==> src/hw/rtl/wts_pkg.sv <==
// Package for the waypoint time scheduler.
// Widths, codes and handshake types shared by all modules; no dependencies.
`timescale 1ns / 1ps
package wts_pkg;
  localparam int MaxWp  = 64;
  localparam int IdxW   = $clog2(MaxWp);
  localparam int CntW   = $clog2(MaxWp + 1);
  localparam int OutIdxW = 6;
  localparam int TimeW  = 40;
  localparam int CoordW = 32;
  localparam int MagW   = 33;
  localparam int ProdW  = 2 * MagW;
  localparam int RootW  = 33;
  localparam int NumW   = RootW + 16;
  localparam int DenW   = 32;
  localparam int SfW    = 17;
  localparam int StepW  = 6;
  localparam int InDataW  = 136;
  localparam int OutDataW = 56;

  localparam logic [2:0] RegStartX = 3'd0;
  localparam logic [2:0] RegStartY = 3'd1;
  localparam logic [2:0] RegStartZ = 3'd2;
  localparam logic [2:0] RegMaxSpd = 3'd3;
  localparam logic [2:0] RegSpdFac = 3'd4;
  localparam logic [2:0] RegSettle = 3'd5;

  localparam logic OpLoad = 1'b0;
  localparam logic OpTick = 1'b1;

  localparam logic [1:0] StOk    = 2'd0;
  localparam logic [1:0] StFull  = 2'd1;
  localparam logic [1:0] StEmpty = 2'd2;

  localparam logic [SfW-1:0] SfOne = 17'h10000;

  typedef struct packed {
    logic busy;
    logic done;
  } unit_sts_t;
endpackage

==> src/hw/rtl/wts_mul.sv <==
// Bit-serial shift-add multiplier, one multiplier bit per cycle.
// Depends on wts_pkg.
`timescale 1ns / 1ps
module wts_mul (
  input  logic                     clk_i,
  input  logic                     rst_ni,
  input  logic                     start_i,
  input  logic [wts_pkg::MagW-1:0] a_i,
  input  logic [wts_pkg::MagW-1:0] b_i,
  output wts_pkg::unit_sts_t       sts_o,
  output logic [wts_pkg::ProdW-1:0] prod_o
);
  import wts_pkg::*;

  logic [ProdW-1:0] p_q;
  logic [MagW-1:0]  a_q;
  logic [StepW-1:0] cnt_q;
  logic             busy_q, done_q;
  logic [MagW:0]    upper;

  assign upper = {1'b0, p_q[ProdW-1:MagW]} + (p_q[0] ? {1'b0, a_q} : '0);

  always_ff @(posedge clk_i or negedge rst_ni) begin
    if (!rst_ni) begin
      busy_q <= 1'b0;
      done_q <= 1'b0;
      cnt_q  <= '0;
    end else begin
      done_q <= 1'b0;
      if (start_i) begin
        busy_q <= 1'b1;
        cnt_q  <= '0;
      end else if (busy_q) begin
        cnt_q <= cnt_q + 1'b1;
        if (cnt_q == StepW'(MagW - 1)) begin
          busy_q <= 1'b0;
          done_q <= 1'b1;
        end
      end
    end
  end

  always_ff @(posedge clk_i) begin
    if (start_i) begin
      a_q <= a_i;
      p_q <= {{MagW{1'b0}}, b_i};
    end else if (busy_q) begin
      p_q <= {upper, p_q[MagW-1:1]};
    end
  end

  assign sts_o  = '{busy: busy_q, done: done_q};
  assign prod_o = p_q;
endmodule

==> src/hw/rtl/wts_sqrt.sv <==
// Digit-serial floor square root, two radicand bits per cycle.
// Depends on wts_pkg.
`timescale 1ns / 1ps
module wts_sqrt (
  input  logic                      clk_i,
  input  logic                      rst_ni,
  input  logic                      start_i,
  input  logic [wts_pkg::ProdW-1:0] rad_i,
  output wts_pkg::unit_sts_t        sts_o,
  output logic [wts_pkg::RootW-1:0] root_o
);
  import wts_pkg::*;

  logic [ProdW-1:0] rad_q;
  logic [RootW+1:0] rem_q;
  logic [RootW-1:0] root_q;
  logic [StepW-1:0] cnt_q;
  logic             busy_q, done_q;
  logic [RootW+3:0] remx, trial;
  logic             ge;

  assign remx  = {rem_q, rad_q[ProdW-1:ProdW-2]};
  assign trial = {2'b00, root_q, 2'b01};
  assign ge    = remx >= trial;

  always_ff @(posedge clk_i or negedge rst_ni) begin
    if (!rst_ni) begin
      busy_q <= 1'b0;
      done_q <= 1'b0;
      cnt_q  <= '0;
    end else begin
      done_q <= 1'b0;
      if (start_i) begin
        busy_q <= 1'b1;
        cnt_q  <= '0;
      end else if (busy_q) begin
        cnt_q <= cnt_q + 1'b1;
        if (cnt_q == StepW'(RootW - 1)) begin
          busy_q <= 1'b0;
          done_q <= 1'b1;
        end
      end
    end
  end

  always_ff @(posedge clk_i) begin
    if (start_i) begin
      rad_q  <= rad_i;
      rem_q  <= '0;
      root_q <= '0;
    end else if (busy_q) begin
      rad_q  <= {rad_q[ProdW-3:0], 2'b00};
      rem_q  <= ge ? (RootW+2)'(remx - trial) : remx[RootW+1:0];
      root_q <= {root_q[RootW-2:0], ge};
    end
  end

  assign sts_o  = '{busy: busy_q, done: done_q};
  assign root_o = root_q;
endmodule

==> src/hw/rtl/wts_div.sv <==
// Restoring divider, one quotient bit per cycle.
// Depends on wts_pkg.
`timescale 1ns / 1ps
module wts_div (
  input  logic                     clk_i,
  input  logic                     rst_ni,
  input  logic                     start_i,
  input  logic [wts_pkg::NumW-1:0] num_i,
  input  logic [wts_pkg::DenW-1:0] den_i,
  output wts_pkg::unit_sts_t       sts_o,
  output logic [wts_pkg::NumW-1:0] quot_o
);
  import wts_pkg::*;

  logic [NumW-1:0]  num_q;
  logic [DenW-1:0]  den_q, rem_q;
  logic [StepW-1:0] cnt_q;
  logic             busy_q, done_q;
  logic [DenW:0]    remx;
  logic             ge;

  assign remx = {rem_q, num_q[NumW-1]};
  assign ge   = remx >= {1'b0, den_q};

  always_ff @(posedge clk_i or negedge rst_ni) begin
    if (!rst_ni) begin
      busy_q <= 1'b0;
      done_q <= 1'b0;
      cnt_q  <= '0;
    end else begin
      done_q <= 1'b0;
      if (start_i) begin
        busy_q <= 1'b1;
        cnt_q  <= '0;
      end else if (busy_q) begin
        cnt_q <= cnt_q + 1'b1;
        if (cnt_q == StepW'(NumW - 1)) begin
          busy_q <= 1'b0;
          done_q <= 1'b1;
        end
      end
    end
  end

  always_ff @(posedge clk_i) begin
    if (start_i) begin
      num_q <= num_i;
      den_q <= den_i;
      rem_q <= '0;
    end else if (busy_q) begin
      num_q <= {num_q[NumW-2:0], ge};
      rem_q <= ge ? DenW'(remx - {1'b0, den_q}) : remx[DenW-1:0];
    end
  end

  assign sts_o  = '{busy: busy_q, done: done_q};
  assign quot_o = num_q;
endmodule

==> src/hw/rtl/waypoint_time_scheduler_top.sv <==
// Waypoint time scheduler top level: control sequencer, switch time table, I/O registers.
// Depends on wts_pkg, wts_mul, wts_sqrt and wts_div.
//
// Usage: one input beat on s_axis gives exactly one result beat on m_axis.
// tuser selects the beat kind: load a waypoint or report a time tick.
// A load runs three serial squares and one serial multiply for the effective speed,
// then a serial square root and a serial divide, one unit after the other.
// A tick walks the table one entry at a time through a read state and a compare
// state (one memory read port). A load into a full table and a tick on an empty
// table go straight to the result state.
// One item is in work at a time; s_axis_tready is high only while the sequencer
// is idle. The result register holds a beat until m_axis_tready takes it; a new
// item may be accepted meanwhile, and its result waits until the register frees.
// Reset clears count, index, running time, last position and the registers to their
// defaults; the table itself is not cleared. The user must write configuration through
// cfg_we_i/cfg_addr_i/cfg_wdata_i while the block is idle; the block does not enforce it.
`timescale 1ns / 1ps
module waypoint_time_scheduler_top (
  input  logic                          clk_i,
  input  logic                          rst_ni,
  input  logic                          cfg_we_i,
  input  logic [2:0]                    cfg_addr_i,
  input  logic [31:0]                   cfg_wdata_i,
  input  logic                          s_axis_tvalid_i,
  output logic                          s_axis_tready_o,
  // waypoint_x, waypoint_y, waypoint_z, tick_time
  input  logic [wts_pkg::InDataW-1:0]   s_axis_tdata_i,
  // opcode, first_waypoint
  input  logic [1:0]                    s_axis_tuser_i,
  output logic                          m_axis_tvalid_o,
  input  logic                          m_axis_tready_i,
  // index, changed flag, finished, switch time, status, zero fill
  output logic [wts_pkg::OutDataW-1:0]  m_axis_tdata_o
);
  import wts_pkg::*;

  localparam logic [3:0] SIdle  = 4'd0;
  localparam logic [3:0] SSq    = 4'd1;
  localparam logic [3:0] SEff   = 4'd2;
  localparam logic [3:0] SSqrt  = 4'd3;
  localparam logic [3:0] SDiv   = 4'd4;
  localparam logic [3:0] STkRd  = 4'd5;
  localparam logic [3:0] STkCmp = 4'd6;
  localparam logic [3:0] SFin   = 4'd7;

  logic [3:0] state_q;
  logic [CoordW-1:0] start_q [3];
  logic [31:0] max_spd_q, settle_q;
  logic [SfW-1:0] spd_fac_q;

  logic [CntW-1:0] cnt_q;
  logic [IdxW-1:0] idx_q, prev_q;
  logic [CoordW-1:0] last_q [3];
  logic [CoordW-1:0] wp_q [3];
  logic [TimeW-1:0] run_q, tick_q, rd_q;
  logic [TimeW-1:0] mem [MaxWp];
  logic [1:0] axis_q;
  logic [ProdW-1:0] sum_q;
  logic [DenW-1:0] eff_q;
  logic launch_q;

  logic [IdxW-1:0] r_idx_q;
  logic r_chg_q, r_fin_q;
  logic [TimeW-1:0] r_time_q;
  logic [1:0] r_st_q;
  logic m_valid_q;
  logic [OutDataW-1:0] m_data_q;

  unit_sts_t mul_sts, sqrt_sts, div_sts;
  logic [ProdW-1:0] prod;
  logic [RootW-1:0] root;
  logic [NumW-1:0] quot;
  logic [MagW-1:0] mul_a, mul_b, mag;
  logic [MagW-1:0] diff;
  logic [SfW-1:0] sf_sat;
  logic [NumW+1:0] tsum;
  logic [TimeW-1:0] tsat;
  logic mem_we;
  logic s_fire, ld_first;
  logic [CntW-1:0] eff_cnt;

  assign s_axis_tready_o = (state_q == SIdle);
  assign s_fire = s_axis_tvalid_i && s_axis_tready_o;
  assign ld_first = s_axis_tuser_i[1];
  assign eff_cnt = ld_first ? '0 : cnt_q;

  assign diff = {wp_q[axis_q][CoordW-1], wp_q[axis_q]}
              - {last_q[axis_q][CoordW-1], last_q[axis_q]};
  assign mag = diff[MagW-1] ? MagW'(-diff) : diff;
  assign sf_sat = (spd_fac_q > SfOne) ? SfOne : spd_fac_q;
  assign mul_a = (state_q == SEff) ? {1'b0, max_spd_q} : mag;
  assign mul_b = (state_q == SEff) ? MagW'(sf_sat) : mag;

  assign tsum = (NumW+2)'(quot) + (NumW+2)'(run_q) + (NumW+2)'(settle_q);
  assign tsat = (tsum[NumW+1:TimeW] != '0) ? {TimeW{1'b1}} : tsum[TimeW-1:0];
  assign mem_we = (state_q == SDiv) && div_sts.done;

  wts_mul u_mul (
    .clk_i, .rst_ni,
    .start_i(launch_q && (state_q == SSq || state_q == SEff)),
    .a_i(mul_a), .b_i(mul_b), .sts_o(mul_sts), .prod_o(prod)
  );

  wts_sqrt u_sqrt (
    .clk_i, .rst_ni,
    .start_i(launch_q && state_q == SSqrt),
    .rad_i(sum_q), .sts_o(sqrt_sts), .root_o(root)
  );

  wts_div u_div (
    .clk_i, .rst_ni,
    .start_i(launch_q && state_q == SDiv),
    .num_i({root, 16'h0000}), .den_i(eff_q), .sts_o(div_sts), .quot_o(quot)
  );

  always_ff @(posedge clk_i) begin
    if (mem_we) begin
      mem[cnt_q[IdxW-1:0]] <= tsat;
    end
    rd_q <= mem[idx_q];
  end

  always_ff @(posedge clk_i or negedge rst_ni) begin
    if (!rst_ni) begin
      start_q[0] <= '0;
      start_q[1] <= '0;
      start_q[2] <= '0;
      max_spd_q  <= 32'h0001_0000;
      spd_fac_q  <= SfOne;
      settle_q   <= '0;
    end else if (cfg_we_i) begin
      unique case (cfg_addr_i)
        RegStartX: start_q[0] <= cfg_wdata_i;
        RegStartY: start_q[1] <= cfg_wdata_i;
        RegStartZ: start_q[2] <= cfg_wdata_i;
        RegMaxSpd: max_spd_q  <= cfg_wdata_i;
        RegSpdFac: spd_fac_q  <= cfg_wdata_i[SfW-1:0];
        RegSettle: settle_q   <= cfg_wdata_i;
        default: ;
      endcase
    end
  end

  always_ff @(posedge clk_i or negedge rst_ni) begin
    if (!rst_ni) begin
      state_q   <= SIdle;
      cnt_q     <= '0;
      idx_q     <= '0;
      run_q     <= '0;
      last_q[0] <= '0;
      last_q[1] <= '0;
      last_q[2] <= '0;
      launch_q  <= 1'b0;
      m_valid_q <= 1'b0;
    end else begin
      launch_q <= 1'b0;
      if (m_valid_q && m_axis_tready_i && (state_q != SFin)) begin
        m_valid_q <= 1'b0;
      end
      unique case (state_q)
        SIdle: begin
          if (s_fire) begin
            r_chg_q  <= 1'b0;
            r_fin_q  <= 1'b0;
            r_time_q <= '0;
            r_st_q   <= StOk;
            tick_q   <= s_axis_tdata_i[135:96];
            if (s_axis_tuser_i[0] == OpLoad) begin
              if (ld_first) begin
                cnt_q  <= '0;
                idx_q  <= '0;
                run_q  <= '0;
                last_q <= start_q;
              end
              r_idx_q <= ld_first ? '0 : idx_q;
              wp_q[0] <= s_axis_tdata_i[31:0];
              wp_q[1] <= s_axis_tdata_i[63:32];
              wp_q[2] <= s_axis_tdata_i[95:64];
              sum_q   <= '0;
              axis_q  <= '0;
              if (eff_cnt >= CntW'(MaxWp)) begin
                r_st_q  <= StFull;
                state_q <= SFin;
              end else begin
                launch_q <= 1'b1;
                state_q  <= SSq;
              end
            end else begin
              prev_q <= idx_q;
              if (cnt_q == '0) begin
                r_idx_q <= idx_q;
                r_st_q  <= StEmpty;
                state_q <= SFin;
              end else begin
                if (CntW'(idx_q) >= cnt_q) begin
                  idx_q <= IdxW'(cnt_q - 1'b1);
                end
                state_q <= STkRd;
              end
            end
          end
        end
        SSq: begin
          if (mul_sts.done) begin
            sum_q    <= sum_q + prod;
            launch_q <= 1'b1;
            if (axis_q == 2'd2) begin
              state_q <= SEff;
            end else begin
              axis_q <= axis_q + 1'b1;
            end
          end
        end
        SEff: begin
          if (mul_sts.done) begin
            eff_q    <= (prod[47:16] == '0) ? 32'd1 : prod[47:16];
            launch_q <= 1'b1;
            state_q  <= SSqrt;
          end
        end
        SSqrt: begin
          if (sqrt_sts.done) begin
            launch_q <= 1'b1;
            state_q  <= SDiv;
          end
        end
        SDiv: begin
          if (div_sts.done) begin
            run_q    <= tsat;
            cnt_q    <= cnt_q + 1'b1;
            last_q   <= wp_q;
            r_time_q <= tsat;
            state_q  <= SFin;
          end
        end
        STkRd: state_q <= STkCmp;
        STkCmp: begin
          if ((CntW'(idx_q) + 1'b1 < cnt_q) && (tick_q >= rd_q)) begin
            idx_q   <= idx_q + 1'b1;
            state_q <= STkRd;
          end else begin
            r_idx_q <= idx_q;
            r_chg_q <= (idx_q != prev_q);
            r_fin_q <= (CntW'(idx_q) + 1'b1 == cnt_q) && (tick_q >= rd_q);
            state_q <= SFin;
          end
        end
        SFin: begin
          if (!m_valid_q || m_axis_tready_i) begin
            m_valid_q <= 1'b1;
            m_data_q  <= {6'b0, r_st_q, r_time_q, r_fin_q, r_chg_q,
                          OutIdxW'(r_idx_q)};
            state_q   <= SIdle;
          end
        end
        default: state_q <= SIdle;
      endcase
    end
  end

  assign m_axis_tvalid_o = m_valid_q;
  assign m_axis_tdata_o  = m_data_q;
endmodule
==> config.mk <==
export PLATFORM = sky130hd
export DESIGN_NAME = waypoint_time_scheduler_top
export DESIGN_NICKNAME = d
export VERILOG_FILES = /design/src/hw/rtl/wts_pkg.sv /design/src/hw/rtl/wts_mul.sv /design/src/hw/rtl/wts_sqrt.sv /design/src/hw/rtl/wts_div.sv /design/src/hw/rtl/waypoint_time_scheduler_top.sv
export SDC_FILE = /design/constraint.sdc
export NUM_CORES = 2
export LEC_CHECK = 0
export BUFFER_PORTS_ARGS = -buffer_cell sky130_fd_sc_hd__buf_4
export CAP_MARGIN = 40
export CORE_MARGIN = 5
export CORE_UTILIZATION = 35
export CTS_CLUSTER_SIZE = 30
export DETAILED_ROUTE_END_ITERATION = 10
export PLACE_DENSITY = 0.47
export RECOVER_POWER = 50
export SYNTH_ARGS = -nofsm -noshare
export SYNTH_HDL_FRONTEND = slang
export SYNTH_HIERARCHICAL = 1
export SYNTH_SLANG_ARGS = --single-unit
==> constraint.sdc <==
create_clock -name clk_i -period 5.6 [get_ports clk_i]
set_input_delay 0.84 -clock clk_i [delete_from_list [all_inputs] [get_ports clk_i]]
set_output_delay 0.84 -clock clk_i [all_outputs]
set_load 0.005 [all_outputs]
Word-level counts from Yosys, hierarchy flattened. Memories as Yosys holds them, arrays and structs flattened. A register that Yosys moved wholly into a read port is not among the register bits. Cells that the tools add are included.

Register bits: 1044. Memory bits (writable): 2560. Input bits: 178. Memories: 1.

Memory list: mem (words 64, bits a word 40, read ports 1, clocked after Yosys merged registers in 1, write ports 1, line waypoint_time_scheduler_top.sv:56) `logic [TimeW-1:0] mem [MaxWp];`.

$add $sub $neg: 16. Order comparisons: 8. Equality and inequality tests: 34. Multiplexer cells: 113. Bitwise operators: 2. Reduce and logical (&&, ||, !) cells: 44.

Operators with widths (number): two-way mux 96 bit (4); two-way mux 66 bit (5); two-way mux 40 bit (6); two-way mux 32 bit (6); case mux 96 bit (2 select lines) (1); two-way mux 33 bit (5); case mux 40 bit (2 select lines) (2); case mux 66 bit (2 select lines) (1); binary-select mux 32 bit (select 2 bit) (2); two-way mux 49 bit (2); two-way mux 6 bit (16); adder 66 bit (1); adder 50 x 32 -> 51 bit (1); adder 49 x 40 -> 50 bit (1); greater-or-equal comparator 40 bit (1); greater-or-equal comparator 37 x 35 -> 1 bit (1); two-way mux 35 bit (1); subtractor 35 bit (1); adder 33 x 33 -> 34 bit (1); greater-or-equal comparator 33 x 32 -> 1 bit (1); negator 33 bit (1); subtractor 32 x 32 -> 33 bit (1); zero test 32 bit (1); two-way mux 1 bit (32); 54 further kinds (123).

Longest topological paths before layout.
Depth in word-level cells: 9. Mapped depth: 20.

By module. The synthesis kept the hierarchy.

By module, submodules not included: waypoint_time_scheduler_top (instances 1, cells an instance 7350, area an instance 136225.7 µm², sequential area each 96229.8 µm²); wts_sqrt (instances 1, cells an instance 767, area an instance 7831.3 µm², sequential area each 3543.4 µm²); wts_div (instances 1, cells an instance 651, area an instance 6770.2 µm², sequential area each 3273.1 µm²); wts_mul (instances 1, cells an instance 533, area an instance 5935.7 µm², sequential area each 2842.7 µm²).

Worst setup path after synthesis. OpenSTA, ideal clock, no wires.

Path kind: register -> register. Start point: register state_q[2]. End point: register wp_q[0] (netlist bit) (enable). Arrival: 5.242 ns. Required time: 5.049 ns. Slack: -0.194 ns. Cell stages (with the launch flop): 6. Path buffers: 1. Clock period less this slack: 5.794 ns. Cells stage by stage: dfrtp_1 -> clkbuf_1 -> nor3_1 -> and2_1 -> nand2_1 -> nor2_1.

Word-level cells in the longest chain between the ends: 3.

Ends and longest elaborated chain: from (decl) (line waypoint_time_scheduler_top.sv:46) `logic [3:0] state_q;`; from (signal assigned) (line waypoint_time_scheduler_top.sv:146) `state_q <= SIdle;`; from (signal assigned) (line waypoint_time_scheduler_top.sv:183) `state_q <= SFin;`; from (signal assigned) (line waypoint_time_scheduler_top.sv:186) `state_q <= SSq;`; zero test 4 bit * (line waypoint_time_scheduler_top.sv:82) `assign s_axis_tready_o = (state_q == SIdle);`; via s_axis_tready_o (line waypoint_time_scheduler_top.sv:25) `output logic s_axis_tready_o,`; logical AND 1 bit (line waypoint_time_scheduler_top.sv:83) `assign s_fire = s_axis_tvalid_i && s_axis_tready_o;`; AND reduction 4 bit (no line) *; to (decl) (line waypoint_time_scheduler_top.sv:54) `logic [CoordW-1:0] wp_q [3];`.

The timed path passes the listed nets; every way through them passes the cells marked *. A chain may end at the register's enable or synchronous reset.

Worst setup path after layout.
Start point: register state_q[2]. End point: memory mem[53][33] (enable).

Word-level cells in the longest chain between the ends: 4.

Ends and longest elaborated chain: == test 4 x 3 -> 1 bit (line waypoint_time_scheduler_top.sv:96) `assign mem_we = (state_q == SDiv) && div_sts.done;`; logical AND 1 bit (line waypoint_time_scheduler_top.sv:96); two-way mux 1 bit (line waypoint_time_scheduler_top.sv:117) `if (mem_we) begin`; two-way mux 1 bit (implied by the code) (line waypoint_time_scheduler_top.sv:118) `mem[cnt_q[IdxW-1:0]] <= tsat;`; to (decl) (line waypoint_time_scheduler_top.sv:56).

Every way passes these cells.

==> impl_metrics.csv <==
group,metric,value,unit
routing,drtPass1Iterations,7,
sta,relSlewSlack,-145,%
critical_path,cp_max_fo,13,
clock_network,ctsHtreeMaxLevel,5,
outcome,outcome,"finished with violations",
sta,rsz0062_at_grt,"no",
power,total_power,61.5,mW
routing,wl,503000,µm
sta,fin_ws,-0.110,ns
clock_network,clock_latency,1.01,ns
power,power_leakage,61.7,nW
die,start_util,35.2,%
power,ir_drop,0.310,mV
finish,final_cells,16100,
routing,vias_per_cell,5.54,
die,boundaryPins,236,
run,maxCapViolCount,98,
global_route,grt-ovfl-total,0,
global_route,antenna_found_initial,36,
sta,min_period,5.71,ns
finish,final_cell_mix,"edfxtp_1 (3115), mux4_2 (840), nand2_1 (499)",
routing,wl_per_cell,31.2,µm
place,place_area,169000,µm²
critical_path,worstSetupStartpointType,"register",
clock_network,clkSinkCount,3643,
finish,layout_commonest_cell,"edfxtp_1",
clock_network,cts_setup_buffers,0,
clock_network,cts_buffers,400,
finish,layout.nets,10400,
clock_network,cts-resized-gates,0,
synthesis,yosys_warnings,6,
clock_network,cts_buffer_depth,4,
synthesis,synth_area_per_cell,16.9,µm²
global_route,grt_usage,21.3,%
finish,fin_area,181000,µm²
sta,setup_viol,5,
routing,drc,0,
outcome,violations,"max-capacitance violations, max-slew violations, negative setup slack",
power,power_density,340,nW/µm²
synthesis,netlist_instances,9298,
place,port_buffers,229,
die,fp.dieH,679,µm
place,hpwl,311000,µm
clock_network,path_clk_slew,0.06,ns
finish,drive_above_1_share,23.4,%
critical_path,required,6.17,ns
global_route,grt_pass1_vias,89800,
place,place_inst,15300,
global_route,grt_max_degree,151,
global_route,grt_pass1_wl,703000,µm
die,rows,245,
routing,ant_nets,0,
critical_path,crit_arrival,6.28,ns
finish,syn_to_final_growth,15.5,%
sta,finalMaxSlewViolations,2363,
routing,via_count,89300,
sta,fmax,175,MHz
finish,layout.area.seq,106000,µm²
sta,hold_viol,0,
critical_path,worstSetupPathType,"reg2reg",
clock_network,hold_buffers,69,
die,die_x,679,µm
sta,tightest_slew,3.67,ns
finish,multi_input_area,48500,µm²
die,core,446000,µm²
die,fp.dieArea,461000,µm²
sta,period_share,102,%
finish,fillers,40500,
synthesis,netlist_area,157000,µm²
clock_network,clock-root-buffer,"clkbuf_16",
worst_hold_path,min_path_type,"in2reg",
routing,drt-initial-drc-count,9996,
place,gp_congestion,0.867,
critical_path,endpoint_kind,"register",
clock_network,cts_tree,"built",
sta,finClkSkew,0.0984,ns
==> stage by stage <==
step	util, %	setup WS [ns]	setup TNS [ns]	hold slack (ns)
3_3_place_gp	37.7	0.374	0	0.403
2_1_floorplan	-	0.606	0	0.400
5_1_grt	40.6	0.00664	0	0.0602
6_report	40.6	-0.110	-0.408	0.115
3_5_place_dp	37.9	0.348	0	0.405
4_1_cts	41.0	0.324	0	0.000416
==> where the power goes <==
part           internal (mW)  total (mW)  switching [mW]
sequential              30.4        30.7           0.303
clock                   15.0        26.1            11.2
combinational           1.71        4.62            2.91
==> worst paths after layout <==
check	from	end	slack, ns	cells after the start
max in group asynchronous	rst_ni	idx_q[2]$_DFFE_PN0P_	0.90	5
min in group asynchronous	rst_ni	last_q[63]$_DFFE_PN0P_	0.45	2
hold / removal	s_axis_tdata_i[134]	tick_q[38]$_DFFE_PP_	0.11	1
setup / recovery	state_q[2]$_DFFE_PN0P_	mem[53][33]$_DFFE_PP_	-0.11	7
setup reg to reg	state_q[2]$_DFFE_PN0P_	mem[53][33]$_DFFE_PP_	-0.11	7
hold reg to reg	eff_q[19]$_SDFFCE_PN0P_	u_div/den_q[19]$_DFFE_PP_	0.41	0
==> final cells by class <==
type	instances	area share, %
diodes	1	0.00138
multi-input cells	4944	26.8
inverters	208	0.433
flip-flops and latches	3643	58.5
repair buffers	654	3.00
clock buffers	517	5.99
well taps	5928	4.10
clock inverters	231	1.17
==> routing by layer <==
metal / track usage, % / wire length [µm] / part of all wire, %
met1: 30.8 / 223000 / 44
met5: 0 / 26 / 0.0052
met4: 5.72 / 16600 / 3.3
met3: 2.77 / 29700 / 5.9
met2: 34.1 / 234000 / 46
==> registers in the layout, summed over array words and instances (netlist names), 17 cells and up <==
signal / cells
eff_q: 32
rd_q: 40
last_q: 96
start_q: 96
sum_q: 66
max_spd_q: 32
run_q: 40
u_mul/prod_o: 66
m_axis_tdata_o: 50
settle_q: 32
tick_q: 40
u_mul/a_q: 33
u_div/rem_q: 32
r_time_q: 40
u_div/den_q: 32
spd_fac_q: 17
wp_q: 96
mem: 2560
u_sqrt/root_o: 33
u_sqrt/rad_q: 66
u_div/quot_o: 49
u_sqrt/rem_q: 35
==> worst max-delay path: stages (launching register included) <==
cell	delay [ns]
dfrtp_1	0.62
clkinv_1	0.35
nor3_1	0.74
nand4_1	0.19
clkbuf_1	0.43
nor2_1	1.04
clkbuf_1	1.36
clkbuf_2	0.56
Note: power is estimated with default switching activity, not from simulation.
